### config.mk
export PLATFORM = sky130hd
export DESIGN_NAME = mcbd_ram
export DESIGN_NICKNAME = d
export VERILOG_FILES = /design/src/sv/mcbd_ram.sv
export SDC_FILE = /design/constraint.sdc
export NUM_CORES = 1
export LEC_CHECK = 0
export BUFFER_PORTS_ARGS = -buffer_cell sky130_fd_sc_hd__buf_2
export CAP_MARGIN = 20
export CORE_ASPECT_RATIO = 1.75
export CORE_MARGIN = 1.5
export CORE_UTILIZATION = 60
export DETAILED_ROUTE_END_ITERATION = 12
export PLACE_DENSITY = 0.78
export SKIP_LAST_GASP = 1
export SYNTH_ARGS = -nofsm -noshare
export SYNTH_HDL_FRONTEND = slang
export SYNTH_SLANG_ARGS = --single-unit
### constraint.sdc
create_clock -name clock -period 2.25 [get_ports clock]
set_clock_uncertainty 0.15 [all_clocks]
set_input_delay 0.1125 -clock clock [delete_from_list [all_inputs] [get_ports clock]]
set_output_delay 0.1125 -clock clock [all_outputs]
set_load 0.02 [all_outputs]
### src/sv/mcbd_ram.sv
// ----------------------------------------------------------------------------
// mcbd_ram
// Generic single-clock RAM, one write port and one read port, registered read.
// ----------------------------------------------------------------------------
module mcbd_ram #(
   parameter  int WIDTH = 8,
   parameter  int DEPTH = 16,
   localparam int AW    = (DEPTH > 1) ? $clog2(DEPTH) : 1
) (
   input  logic             clock,
   input  logic             we,
   input  logic [AW-1:0]    waddr,
   input  logic [WIDTH-1:0] wdata,
   input  logic [AW-1:0]    raddr,
   output logic [WIDTH-1:0] rdata
);

   logic [WIDTH-1:0] mem_ff [DEPTH];
   logic [WIDTH-1:0] rdata_ff;

   always_ff @(posedge clock) begin
      if (we) begin
         mem_ff[waddr] <= wdata;
      end
      rdata_ff <= mem_ff[raddr];
   end

   assign rdata = rdata_ff;

endmodule

==> impl_metrics.toml <==
[status]
status = "completed"

[grt]
grt_pass1_wl_mm = 15.6
antenna_found_initial = 0
grt_max_degree = 21
grtUsageTotal_pct = 25.4
grt_pass1_vias = 2684
grt_overflow = 0

[critical_path]
r2r_slack_ns = 0.67
cpLargestDelayFamily = "multiplexers"
path_buf_inv = 0
r2r_start = "mem_ff[2][5]$_DFFE_PP_"
cp_cell_sequence = "mux4_1, a22oi_1, nand2_1"
crit_slowest_cell = "mux4_1"
rr_worst_depth = 3
critical_path_required_ns = 2.41
worst_setup_path_start_kind = "flop"
max_stage_delay_ns = 0.54
timing.rr.end = "rdata[5]$_DFF_P_"
critPathMaxFanout = 1
cp-end-kind = "flop"
cp-startpoint = "mem_ff[2][5]$_DFFE_PP_"
critPathKind = "flop to flop"
worst_ep_arrival_time_ns = 1.74

[synth]
synth_area_leaders = "edfxtp_1 75%, mux4_2 7.9%, mux4_1 7.1%"
ys_ff_latch = 136
synth_seq_area_share_pct = 77.8
synthesis.area_sq_um = 5150
synth_top_area_share_pct = 74.7
synth_fp_nets = 247
synthDistinctLibCells = 19
synth_warnings = 0
synth.avg_cell_area_sq_um = 22.5
yosys.area.top_type = "edfxtp_1"
syn_inst = 229

[hold_path]
min_path_type = "primary input to flop"
holdCritStartpoint = "waddr[1]"
hold_end = "mem_ff[4][6]$_DFFE_PP_"
holdPathStages = 3

[placed_design]
place_ws_ns = 0.443
placed_cells = 379
port_buffers = 25
place_area_sq_um = 5510
hpwl_mm = 6.42
place_congestion = 0.753

[floorplanning]
num_rows = 44
core_region_area_sq_um = 8310
die_w_um = 73.0
pin_count = 26
start_util_pct = 61.9
dieArea_sq_um = 9170
die_h_um = 126

[detailed_routing]
ant_nets = 0
vias_per_cell = 5.93
drc_errors = 0
wl_per_cell_um = 24.5
wirelength_mm = 10.3
drtIter0Drc = 220
via_count = 2485
drtPass1Iterations = 4

[sta]
rsz0062_at_grt = "no"
worst_slack_ns = 0.672
period_share_pct = 70.1
setup_viol = 0
holdWs_ns = 0.0864
period_minus_slack_ns = 1.58
setup_tns_ns = 0
slew_viol_final = 0
max_freq_ghz = 0.634
hold_violations = 0
max_slew_margin_pct = 48.4
tightestPinTransition_ns = 0.772

[final_layout]
ff_latch_area_sq_um = 4000
fin_cells = 419
multi_input_area_sq_um = 1060
nets = 309
diodes = 0
fillCellCount = 449
stdcell_area_sq_um = 6220
syn_to_final_growth_pct = 20.8
drive_gt1_share_pct = 31.6

[clocking]
clkSinkCount = 136
clock_latency_ns = 0.42
cts_tree = "done"
cts-root-buf = "clkbuf_16"
cts_resized = 0
cts_htree_levels = 4
clockBufferDepth = 2
path_clk_slew_ns = 0.06
cts_buffers = 17

[pwr]
p_sw_share_pct = 20.0
pwr-share-comb_pct = 4.8
seqPwrFrac_pct = 47.1
p_leak_nw = 2.15
cell_internal_pwr_w = 0.00484
switchingPower_w = 0.00121
peakVddDrop_mv = 0.938
power.share.clock_pct = 48.1
powerDensity_nw_per_um2 = 974

[job]
cap_viol_max_count = 0
[registers in the layout, summed over array words and instances, names as in the netlist]
signal / flops
mem_ff: 128
rdata: 8
[power by group through the flow]
stage                     sequential, W  clock, W  combinational [W]
after detailed placement        0.00290         0           0.000280
after CTS                       0.00285   0.00294           0.000294
after floorplan                 0.00292         0           0.000144
final                           0.00285   0.00291           0.000289
after global routing            0.00286   0.00305           0.000313
after global placement          0.00290         0           0.000271
[what timing repair did]
item | CTS | global route
buffers inserted | 0 | 0
hold buffers | 8 | 0
endpoints found under the setup margin | 0 | 0
endpoints found under the hold margin | 128 | 0
[worst max-delay path by stage]
stage	endpoint	depth (start not counted)
2_1_floorplan	mem_ff[0][0]$_DFFE_PP_	2
6_report	rdata[5]$_DFF_P_	3
3_5_place_dp	rdata[3]$_DFF_P_	5
4_1_cts	rdata[5]$_DFF_P_	3
3_3_place_gp	rdata[3]$_DFF_P_	5
5_1_grt	rdata[5]$_DFF_P_	3
[cell families (layout without fill, tap and decap cells)]
group / count (synthesis) / in the layout / share of synthesized area (%)
DFF: 136 / 136 / 77.8
and+or+nand+nor: 35 / 35 / 3.18
muxes: 32 / 32 / 15.0
AOI/OAI and AO/OA: 16 / 16 / 2.33
buffers and inverters: 10 / 85 / 1.68
[synth_stat cells, drive strengths merged]
cell / number
edfxtp: 128
mux4: 32
a22oi: 16
nor2: 13
nand2: 9
dfxtp: 8
buf: 7
nor3: 4
clkdlybuf4s25: 3
nand2b: 2
nand3b: 2
and2: 1
and2b: 1
nand3: 1
nor2b: 1
or3b: 1
[metrics by stage]
step	util (%)	power, W
final	74.8	0.00605
after global routing	74.8	0.00622
after CTS	74.8	0.00609
after detailed placement	66.2	0.00318
after global placement	66.2	0.00317
after floorplan	-	0.00306
[final cells by class]
type / instances / area share (%)
clock inverters: 14 / 3.10
well taps: 115 / 2.31
multi-input cells: 83 / 17.0
repair buffers: 53 / 6.12
clock buffers: 18 / 7.06
flip-flops and latches: 136 / 64.4
[layout by cell type, fill, tap and decap left out, types with 2 or more instances in the layout]
cell type	synthesis	layout
a22oi_1	16	16
buf_12	0	2
buf_2	3	25
buf_4	1	18
bufinv_16	0	4
clkbuf_16	0	17
clkinv_2	0	3
clkinvlp_4	0	3
dfxtp_1	8	8
dlygate4sd3_1	0	8
edfxtp_1	128	128
inv_6	0	4
mux4_1	14	14
mux4_2	18	18
nand2_1	9	9
nand2b_1	2	2
nand3b_1	2	2
nor2_1	13	13
nor3_1	4	4
[layer usage]
| layer | part of all wire, % | vias up | global-route usage [%] | wire length (um) |
|---|---|---|---|---|
| met4 | 2.3 | 0 | 9.88 | 234 |
| met2 | 56 | 97 | 41.9 | 5700 |
| met1 | 37 | 1270 | 31.1 | 3830 |
| met5 | 0 | - | 0 | 0 |
| met3 | 4.8 | 17 | 7.74 | 497 |
| li1 | - | 1101 | - | - |
[worst min-delay path, delay by kind of cell]
kind                   cells  cell delay [ns]
AND/OR/NAND/NOR            1             0.09
buffers and inverters      2             0.29
Power figures use the tool's default switching activity.
